$ cat config.mk
export PLATFORM = sky130hd
export DESIGN_NAME = distance_velocity_profiler
export DESIGN_NICKNAME = d
export VERILOG_FILES = /design/src/rtl/dvp_pkg.sv /design/src/rtl/distance_velocity_profiler.sv
export SDC_FILE = /design/constraint.sdc
export NUM_CORES = 2
export LEC_CHECK = 0
export BUFFER_PORTS_ARGS = -buffer_cell sky130_fd_sc_hd__buf_2
export CAP_MARGIN = 20
export CORE_ASPECT_RATIO = 0.8
export CORE_MARGIN = 4
export CORE_UTILIZATION = 30
export DETAILED_ROUTE_END_ITERATION = 8
export PLACE_DENSITY_LB_ADDON = 0.15
export SETUP_SLACK_MARGIN = 0.02
export SLEW_MARGIN = 15
export SYNTH_ARGS = -nofsm -noshare
export SYNTH_HDL_FRONTEND = slang
export SYNTH_SLANG_ARGS = --single-unit
$ cat constraint.sdc
create_clock -name clock -period 7.5 [get_ports clock]
set_clock_uncertainty 0.05 [all_clocks]
set_input_delay 0.375 -clock clock [delete_from_list [all_inputs] [get_ports clock]]
set_output_delay 0.375 -clock clock [all_outputs]
set_load 0.02 [all_outputs]
$ cat src/rtl/dvp_pkg.sv
// dvp_pkg: shared constants for the distance velocity profiler
// field widths, register indexes, reset values and item kind codes
// no dependencies
package dvp_pkg;

   localparam int POS_W   = 32;
   localparam int SPEED_W = 15;
   localparam int OUT_W   = 16;
   localparam int PROD_W  = 2 * POS_W;

   localparam int REQ_DATA_W = 72;
   localparam int REQ_USER_W = 2;
   localparam int RSP_DATA_W = 40;

   localparam int CSR_ADDR_W = 3;
   localparam int CSR_DATA_W = 32;

   localparam logic [CSR_ADDR_W-1:0] CSR_TARGET_DIST = 3'd0;
   localparam logic [CSR_ADDR_W-1:0] CSR_PEAK_SPEED  = 3'd1;
   localparam logic [CSR_ADDR_W-1:0] CSR_FLOOR_SPEED = 3'd2;
   localparam logic [CSR_ADDR_W-1:0] CSR_STEER_CMD   = 3'd3;
   localparam logic [CSR_ADDR_W-1:0] CSR_REVERSE_DIR = 3'd4;

   localparam logic [SPEED_W-1:0] PEAK_RESET  = 15'd2458;
   localparam logic [SPEED_W-1:0] FLOOR_RESET = 15'd410;

   localparam logic [REQ_USER_W-1:0] KIND_POSE   = 2'd0;
   localparam logic [REQ_USER_W-1:0] KIND_PALLET = 2'd1;
   localparam logic [REQ_USER_W-1:0] KIND_TICK   = 2'd2;

   localparam int CNT_W = 5;
   localparam logic [CNT_W-1:0] ROOT_LAST = 5'd31;
   localparam logic [CNT_W-1:0] DIV_LAST  = 5'd14;

endpackage

$ cat src/rtl/distance_velocity_profiler.sv
// distance_velocity_profiler: top level, triangular speed profile over distance
// one shared multiplier and one shared compare/subtract step serve sqrt and divide
// depends on dvp_pkg
//
// The block takes pose, pallet and tick items on the req stream and answers each
// tick with one speed/steer command on the rsp stream until it stops. It takes one
// item at a time. A pallet item, a first pose, an unused kind or a tick after the
// stop is handled in the idle state. A pose after an earlier pose runs an absolute
// difference, two squares through the shared 32x32 multiplier, a 65-bit sum and a
// 32-step bit-per-cycle square root, then the saturating add; an overflowing sum of
// squares saturates the distance and skips the root. A tick runs a half check, one
// product through the multiplier and a 15-step restoring divide, then waits while
// the rsp side holds the previous command; the stopping tick goes from the half check
// to the stop command, with the same wait. Speed is floor + (peak - floor) * 2d / target
// for distance d below half the target, else peak + (floor - peak) * (2d - target) /
// target, truncated toward zero; the stop command has zero speed and steering, halted
// set, stop_by_pallet set if a pallet caused it. After the stop only reset resumes commands.
module distance_velocity_profiler
   import dvp_pkg::*;
(
   input  logic                  clock,
   input  logic                  reset,
   input  logic                  req_tvalid,
   output logic                  req_tready,
   // pos_x [31:0], pos_y [63:32], pallet_flag [64], zero [71:65]
   input  logic [REQ_DATA_W-1:0] req_tdata,
   // req_type [1:0]
   input  logic [REQ_USER_W-1:0] req_tuser,
   output logic                  rsp_tvalid,
   input  logic                  rsp_tready,
   // speed_out [15:0], steer_out [31:16], halted [32], stop_by_pallet [33], zero [39:34]
   output logic [RSP_DATA_W-1:0] rsp_tdata,
   input  logic                  csr_we,
   input  logic [CSR_ADDR_W-1:0] csr_addr,
   input  logic [CSR_DATA_W-1:0] csr_wdata
);

   localparam logic [3:0] S_IDLE = 4'd0;
   localparam logic [3:0] S_DX   = 4'd1;
   localparam logic [3:0] S_MX   = 4'd2;
   localparam logic [3:0] S_MY   = 4'd3;
   localparam logic [3:0] S_SUM  = 4'd4;
   localparam logic [3:0] S_ROOT = 4'd5;
   localparam logic [3:0] S_ADD  = 4'd6;
   localparam logic [3:0] S_TCHK = 4'd7;
   localparam logic [3:0] S_TMUL = 4'd8;
   localparam logic [3:0] S_DIV  = 4'd9;
   localparam logic [3:0] S_TFIN = 4'd10;
   localparam logic [3:0] S_STOP = 4'd11;

   logic [3:0]         state_ff, state_in;
   logic [CNT_W-1:0]   cnt_ff, cnt_in;
   logic [POS_W-1:0]   x_ff, x_in, y_ff, y_in;
   logic [POS_W-1:0]   last_x_ff, last_x_in, last_y_ff, last_y_in;
   logic               have_last_ff, have_last_in;
   logic               pallet_ff, pallet_in;
   logic               done_ff, done_in;
   logic [POS_W-1:0]   travelled_ff, travelled_in;
   logic [POS_W-1:0]   op_a_ff, op_a_in, op_b_ff, op_b_in;
   logic [PROD_W-1:0]  acc_ff, acc_in, prod_ff, prod_in;
   logic               ovf_ff, ovf_in;
   logic [POS_W:0]     rem_ff, rem_in;
   logic [POS_W-1:0]   root_ff, root_in;
   logic [SPEED_W-1:0] base_ff, base_in;
   logic               sub_ff, sub_in;
   logic               rsp_valid_ff, rsp_valid_in;
   logic [OUT_W-1:0]   speed_ff, speed_in, steer_ff, steer_in;
   logic               halt_ff, halt_in, pstop_ff, pstop_in;
   logic [POS_W-1:0]   tgt_ff, tgt_in;
   logic [SPEED_W-1:0] peak_ff, peak_in, floor_ff, floor_in;
   logic [OUT_W-1:0]   steer_cfg_ff, steer_cfg_in;
   logic               rev_ff, rev_in;

   logic [PROD_W-1:0]  mul_out;
   logic [POS_W+2:0]   alu_a, alu_b;
   logic [POS_W+3:0]   alu_diff;
   logic               alu_ge;
   logic [POS_W:0]     sel_d;
   logic [POS_W-1:0]   abs_d;
   logic [POS_W:0]     two_t, over_t, sum_t;
   logic               first_half;
   logic [SPEED_W:0]   spd_diff;
   logic [SPEED_W-1:0] spd_mag;
   logic [OUT_W-1:0]   mag_v;
   logic               rsp_free;
   logic               req_xfer;

   assign mul_out  = op_a_ff * op_b_ff;
   assign rsp_free = !rsp_valid_ff || rsp_tready;
   assign req_tready = (state_ff == S_IDLE);
   assign req_xfer = req_tvalid && req_tready;

   // shared compare/subtract step for the square root and the divide
   always_comb begin
      if (state_ff == S_ROOT) begin
         alu_a = {rem_ff, acc_ff[PROD_W-1 -: 2]};
         alu_b = {1'b0, root_ff, 2'b01};
      end else begin
         alu_a = {2'b00, rem_ff[POS_W-1:0], acc_ff[SPEED_W-1]};
         alu_b = {3'b000, tgt_ff};
      end
      alu_diff = {1'b0, alu_a} - {1'b0, alu_b};
      alu_ge   = !alu_diff[POS_W+3];
   end

   always_comb begin
      sel_d = (state_ff == S_DX) ? ({x_ff[POS_W-1], x_ff} - {last_x_ff[POS_W-1], last_x_ff})
                                 : ({y_ff[POS_W-1], y_ff} - {last_y_ff[POS_W-1], last_y_ff});
      abs_d = sel_d[POS_W] ? POS_W'(-sel_d) : sel_d[POS_W-1:0];
   end

   always_comb begin
      two_t      = {travelled_ff, 1'b0};
      first_half = two_t < {1'b0, tgt_ff};
      over_t     = two_t - {1'b0, tgt_ff};
      sum_t      = {1'b0, travelled_ff} + {1'b0, root_ff};
      spd_diff   = {1'b0, peak_ff} - {1'b0, floor_ff};
      spd_mag    = spd_diff[SPEED_W] ? SPEED_W'(-spd_diff) : spd_diff[SPEED_W-1:0];
      mag_v      = sub_ff ? ({1'b0, base_ff} - {1'b0, root_ff[SPEED_W-1:0]})
                          : ({1'b0, base_ff} + {1'b0, root_ff[SPEED_W-1:0]});
   end

   always_comb begin
      state_in     = state_ff;
      cnt_in       = cnt_ff;
      x_in         = x_ff;
      y_in         = y_ff;
      last_x_in    = last_x_ff;
      last_y_in    = last_y_ff;
      have_last_in = have_last_ff;
      pallet_in    = pallet_ff;
      done_in      = done_ff;
      travelled_in = travelled_ff;
      op_a_in      = op_a_ff;
      op_b_in      = op_b_ff;
      acc_in       = acc_ff;
      prod_in      = prod_ff;
      ovf_in       = ovf_ff;
      rem_in       = rem_ff;
      root_in      = root_ff;
      base_in      = base_ff;
      sub_in       = sub_ff;
      rsp_valid_in = rsp_valid_ff && !rsp_tready;
      speed_in     = speed_ff;
      steer_in     = steer_ff;
      halt_in      = halt_ff;
      pstop_in     = pstop_ff;
      tgt_in       = tgt_ff;
      peak_in      = peak_ff;
      floor_in     = floor_ff;
      steer_cfg_in = steer_cfg_ff;
      rev_in       = rev_ff;

      if (csr_we) begin
         case (csr_addr)
            CSR_TARGET_DIST: tgt_in       = csr_wdata[POS_W-1:0];
            CSR_PEAK_SPEED:  peak_in      = csr_wdata[SPEED_W-1:0];
            CSR_FLOOR_SPEED: floor_in     = csr_wdata[SPEED_W-1:0];
            CSR_STEER_CMD:   steer_cfg_in = csr_wdata[OUT_W-1:0];
            CSR_REVERSE_DIR: rev_in       = csr_wdata[0];
            default: ;
         endcase
      end

      case (state_ff)
         S_IDLE: begin
            if (req_xfer) begin
               case (req_tuser)
                  KIND_POSE: begin
                     x_in = req_tdata[POS_W-1:0];
                     y_in = req_tdata[2*POS_W-1:POS_W];
                     if (have_last_ff) begin
                        state_in = S_DX;
                     end else begin
                        last_x_in    = req_tdata[POS_W-1:0];
                        last_y_in    = req_tdata[2*POS_W-1:POS_W];
                        have_last_in = 1'b1;
                     end
                  end
                  KIND_PALLET: begin
                     if (req_tdata[2*POS_W]) begin
                        pallet_in = 1'b1;
                     end
                  end
                  KIND_TICK: begin
                     if (!done_ff) begin
                        state_in = S_TCHK;
                     end
                  end
                  default: ;
               endcase
            end
         end
         S_DX: begin
            op_a_in  = abs_d;
            op_b_in  = abs_d;
            state_in = S_MX;
         end
         S_MX: begin
            acc_in   = mul_out;
            op_a_in  = abs_d;
            op_b_in  = abs_d;
            state_in = S_MY;
         end
         S_MY: begin
            prod_in  = mul_out;
            state_in = S_SUM;
         end
         S_SUM: begin
            {ovf_in, acc_in} = {1'b0, acc_ff} + {1'b0, prod_ff};
            rem_in   = '0;
            root_in  = '0;
            cnt_in   = ROOT_LAST;
            state_in = S_ROOT;
         end
         S_ROOT: begin
            if (ovf_ff) begin
               travelled_in = '1;
               last_x_in    = x_ff;
               last_y_in    = y_ff;
               state_in     = S_IDLE;
            end else begin
               rem_in  = alu_ge ? alu_diff[POS_W:0] : alu_a[POS_W:0];
               root_in = {root_ff[POS_W-2:0], alu_ge};
               acc_in  = {acc_ff[PROD_W-3:0], 2'b00};
               cnt_in  = cnt_ff - 1'b1;
               if (cnt_ff == '0) begin
                  state_in = S_ADD;
               end
            end
         end
         S_ADD: begin
            travelled_in = sum_t[POS_W] ? '1 : sum_t[POS_W-1:0];
            last_x_in    = x_ff;
            last_y_in    = y_ff;
            state_in     = S_IDLE;
         end
         S_TCHK: begin
            if (pallet_ff || (travelled_ff >= tgt_ff)) begin
               done_in  = 1'b1;
               state_in = S_STOP;
            end else begin
               op_a_in = {{(POS_W-SPEED_W){1'b0}}, spd_mag};
               if (first_half) begin
                  op_b_in = two_t[POS_W-1:0];
                  base_in = floor_ff;
                  sub_in  = spd_diff[SPEED_W];
               end else begin
                  op_b_in = over_t[POS_W-1:0];
                  base_in = peak_ff;
                  sub_in  = !spd_diff[SPEED_W] && (spd_diff != '0);
               end
               state_in = S_TMUL;
            end
         end
         S_TMUL: begin
            acc_in   = mul_out;
            rem_in   = {1'b0, mul_out[POS_W+SPEED_W-1:SPEED_W]};
            root_in  = '0;
            cnt_in   = DIV_LAST;
            state_in = S_DIV;
         end
         S_DIV: begin
            rem_in  = alu_ge ? alu_diff[POS_W:0] : alu_a[POS_W:0];
            root_in = {root_ff[POS_W-2:0], alu_ge};
            acc_in  = {acc_ff[PROD_W-2:0], 1'b0};
            cnt_in  = cnt_ff - 1'b1;
            if (cnt_ff == '0) begin
               state_in = S_TFIN;
            end
         end
         S_TFIN: begin
            if (rsp_free) begin
               rsp_valid_in = 1'b1;
               speed_in     = rev_ff ? OUT_W'(-mag_v) : mag_v;
               steer_in     = steer_cfg_ff;
               halt_in      = 1'b0;
               pstop_in     = 1'b0;
               state_in     = S_IDLE;
            end
         end
         S_STOP: begin
            if (rsp_free) begin
               rsp_valid_in = 1'b1;
               speed_in     = '0;
               steer_in     = '0;
               halt_in      = 1'b1;
               pstop_in     = pallet_ff;
               state_in     = S_IDLE;
            end
         end
         default: state_in = S_IDLE;
      endcase
   end

   always_ff @(posedge clock) begin
      if (reset) begin
         state_ff     <= S_IDLE;
         last_x_ff    <= '0;
         last_y_ff    <= '0;
         have_last_ff <= 1'b0;
         pallet_ff    <= 1'b0;
         done_ff      <= 1'b0;
         travelled_ff <= '0;
         rsp_valid_ff <= 1'b0;
         tgt_ff       <= '0;
         peak_ff      <= PEAK_RESET;
         floor_ff     <= FLOOR_RESET;
         steer_cfg_ff <= '0;
         rev_ff       <= 1'b1;
      end else begin
         state_ff     <= state_in;
         last_x_ff    <= last_x_in;
         last_y_ff    <= last_y_in;
         have_last_ff <= have_last_in;
         pallet_ff    <= pallet_in;
         done_ff      <= done_in;
         travelled_ff <= travelled_in;
         rsp_valid_ff <= rsp_valid_in;
         tgt_ff       <= tgt_in;
         peak_ff      <= peak_in;
         floor_ff     <= floor_in;
         steer_cfg_ff <= steer_cfg_in;
         rev_ff       <= rev_in;
      end
   end

   always_ff @(posedge clock) begin
      cnt_ff   <= cnt_in;
      x_ff     <= x_in;
      y_ff     <= y_in;
      op_a_ff  <= op_a_in;
      op_b_ff  <= op_b_in;
      acc_ff   <= acc_in;
      prod_ff  <= prod_in;
      ovf_ff   <= ovf_in;
      rem_ff   <= rem_in;
      root_ff  <= root_in;
      base_ff  <= base_in;
      sub_ff   <= sub_in;
      speed_ff <= speed_in;
      steer_ff <= steer_in;
      halt_ff  <= halt_in;
      pstop_ff <= pstop_in;
   end

   assign rsp_tvalid = rsp_valid_ff;
   assign rsp_tdata  = {{(RSP_DATA_W-2*OUT_W-2){1'b0}}, pstop_ff, halt_ff, steer_ff, speed_ff};

   // once stopped, stays stopped until reset
   a_done_sticky: assert property (@(posedge clock) disable iff (reset)
      done_ff |=> done_ff)
      else $error("stop latch cleared");

   a_stop_follows: assert property (@(posedge clock) disable iff (reset)
      $rose(done_ff) |-> state_ff == S_STOP)
      else $error("stop latched without stop command");

   // divider remainder must stay below the target
   a_div_rem: assert property (@(posedge clock) disable iff (reset)
      state_ff == S_DIV |-> rem_ff < {1'b0, tgt_ff})
      else $error("divide remainder out of range");

   a_halt_done: assert property (@(posedge clock) disable iff (reset)
      (rsp_valid_ff && halt_ff) |-> done_ff)
      else $error("halted command without stop");

endmodule

==> metrics.csv <==
metric;value;unit
status;finished with violations;
violations;negative setup slack;
slowest_delay;0.59;ns
hold_viol_final;0;
synth.area.top_cells;fa_1 (25%), edfxtp_1 (16%), ha_1 (9.7%), and2_1 (5.7%), inv_1 (5.5%);
fillCellCount;24400;
async_reset_ff_frac;0;
synth_edf_count;377;
crit_type;reg2reg;
port_buffers;142;
wirelength;237000;µm
cts_buffer_depth;3;
die_h;446;µm
grt_pass1_vias;58900;
cp-end-kind;flop;
drc_errors;0;
grt_util_all_layers;0.189;
cp.required;7.81;ns
start_util;0.302;
die_w;555;µm
grt_max_degree;105;
worstMarginPinSlew;1.18;ns
layout_setup_ws;-0.746;ns
syn_inst;8025;
cts_num_sinks;560;
syn_area;71900;µm²
grt.overflow.total;0;
layout-drive-gt1-share;0.126;
critPathMostFrequentCell;fa_1;
synth_flop_cell;edfxtp_1;
dieArea;248000;µm²
syn_area_per_cell;8.96;µm²
dpl.hpwl;193000;µm
yosys.area.top_type;fa_1;
max_freq;121;MHz
initialDrtViolationCount;4671;
yosysWarnings;0;
hp-class;in2reg;
yosysMostFrequentCell;inv_1;
layout_worst_path_cycle_share;1.10;
antenna_found_initial;4;
finalSetupViolations;70;
maxCapViolCount;0;
grt_pass1_wl;366000;µm
pre_cts_slack;-1.12;ns
worst_path_max_delay_cell;fa_1;
min_period;8.25;ns
htree_levels;3;
synth-seq-cells;560;
clockRootBuffer;clkbuf_16;
crit_start;op_a_ff[13];
nNetsFinal;10000;
slew_violations;0;
firstDrtPassIters;8;
clkLatencyLatePin;0.68;ns
critPathBufInv;11;
post-route-util;0.357;
synth.top_cell.area_share;0.252;
synthTopCellsByCount;inv_1 (1060), nand2_1 (998), fa_1 (904), and2_1 (654), ha_1 (556);
core;238000;µm²
num_vias;58200;
io-pin-count;156;
drtAntennaViolNets;0;
critPathTopFamily;adder cells;
critPathLaunchType;flop;
finalWeightedCongestion;0.889;
yosysUniqueCellTypes;95;
grt_setup_unrepaired;yes;
reg2reg_from;op_a_ff[13];
clk_pin_slew;0.06;ns
syn_to_final_growth;18.2;%
cts_buffers;69;
crit_arrival;8.56;ns
avgViaCountPerCell;4.98;
min_from;req_tuser[1];
tritoncts;done;
synth_seq_area_share;0.208;
path_max_fanout;10;
wl_per_cell;20.3;µm
core.rowCount;160;
slew_headroom;0.212;
## per-stage QoR
stage | instance area [µm²] | TNS, ns | instances | hold slack, ns
floorplan | 72100 | -0.122 | 8030 | 0.382
global placement | 79700 | -36.65 | 11400 | 0.391
detailed placement | 79700 | -36.98 | 11400 | 0.392
CTS | 84000 | -20.37 | 11600 | 0.0268
global route | 85000 | -43.75 | 11700 | 0.0669
finish | 85000 | -26.59 | 11700 | 0.0899
## sequential cells by signal (all words and copies together) (netlist names), 4 cells and up
register      count
acc_ff           64
base_ff          15
cnt_ff            5
floor_ff         15
last_x_ff        32
last_y_ff        32
op_a_ff          32
op_b_ff          32
peak_ff          15
prod_ff          64
rem_ff           33
root_ff          32
speed_ff         16
state_ff          4
steer_cfg_ff     16
steer_ff         16
tgt_ff           32
travelled_ff     32
x_ff             32
y_ff             32
## metal layers
layer	up-vias	track usage	routed length, µm
li1	27500	-	-
met1	29200	0.282	116000
met4	0	0.0396	4910
met2	1316	0.294	106000
met5	-	0	0
met3	167	0.0220	10800
## worst min-delay path: cells and delay by family
kind | cells | cell delay, ns
compound gates | 2 | 0.23
buf+inv | 1 | 0.14
## timing repair
item,in CTS,in global routing
gates cloned,1,2
pin swaps,66,87
endpoints found under the hold margin,196,0
resized for setup,176,155
hold buffers,99,0
setup buffers,29,40
setup endpoints to repair,84,99
## cells by family (layout without fill, tap and decap cells)
logic type | count (synthesis) | after routing | synth area share
other cells | 1 | 10 | 0.0000521
flops | 560 | 560 | 0.208
xor+xnor | 324 | 324 | 0.0394
compound gates | 1505 | 1505 | 0.135
buf+inv | 1481 | 1971 | 0.0781
fa+ha+maj | 1460 | 1460 | 0.348
mux | 110 | 110 | 0.0154
simple gates | 2584 | 2584 | 0.175
## placed cells by master (no fill, tap or decap), drive strengths merged, types with 93 or more instances in the layout
cell         netlist  layout
inv             1060    1064
nand2            998     998
fa               904     904
buf               33     687
and2             657     657
ha               556     556
a21oi            472     472
nor2             416     416
edfxtp           377     377
o21ai            301     301
xnor2            196     196
dfxtp            183     183
a21o             149     149
a211oi           131     131
xor2             128     128
mux2i            103     103
dlygate4sd3        0      99
clkbuf           388      93
## path summary, 6_finish.rpt
path	to	slack (ns)	cells after the start
setup reg to reg	acc_ff[55]	-0.75	32
hold reg to reg	steer_cfg_ff[10]	0.40	2
hold / removal	state_ff[1]	0.09	3
setup / recovery	acc_ff[55]	-0.75	32
## layout make-up
| cell class | instances | area [µm²] | share of cell area |
|---|---|---|---|
| multi-input combinational | 5989 | 52900 | 0.623 |
| sequential | 560 | 15000 | 0.176 |
| timing repair buffer | 788 | 6910 | 0.0813 |
| inverter | 1060 | 3980 | 0.0468 |
| tap | 3159 | 3950 | 0.0465 |
| clock buffer | 91 | 1890 | 0.0223 |
| clock inverter | 32 | 332 | 0.00390 |
| antenna | 4 | 10.0 | 0.000118 |
Power is left out: the tool's default activity adds up to more than one toggle a clock period on the data nets, which glitch-free logic cannot reach.
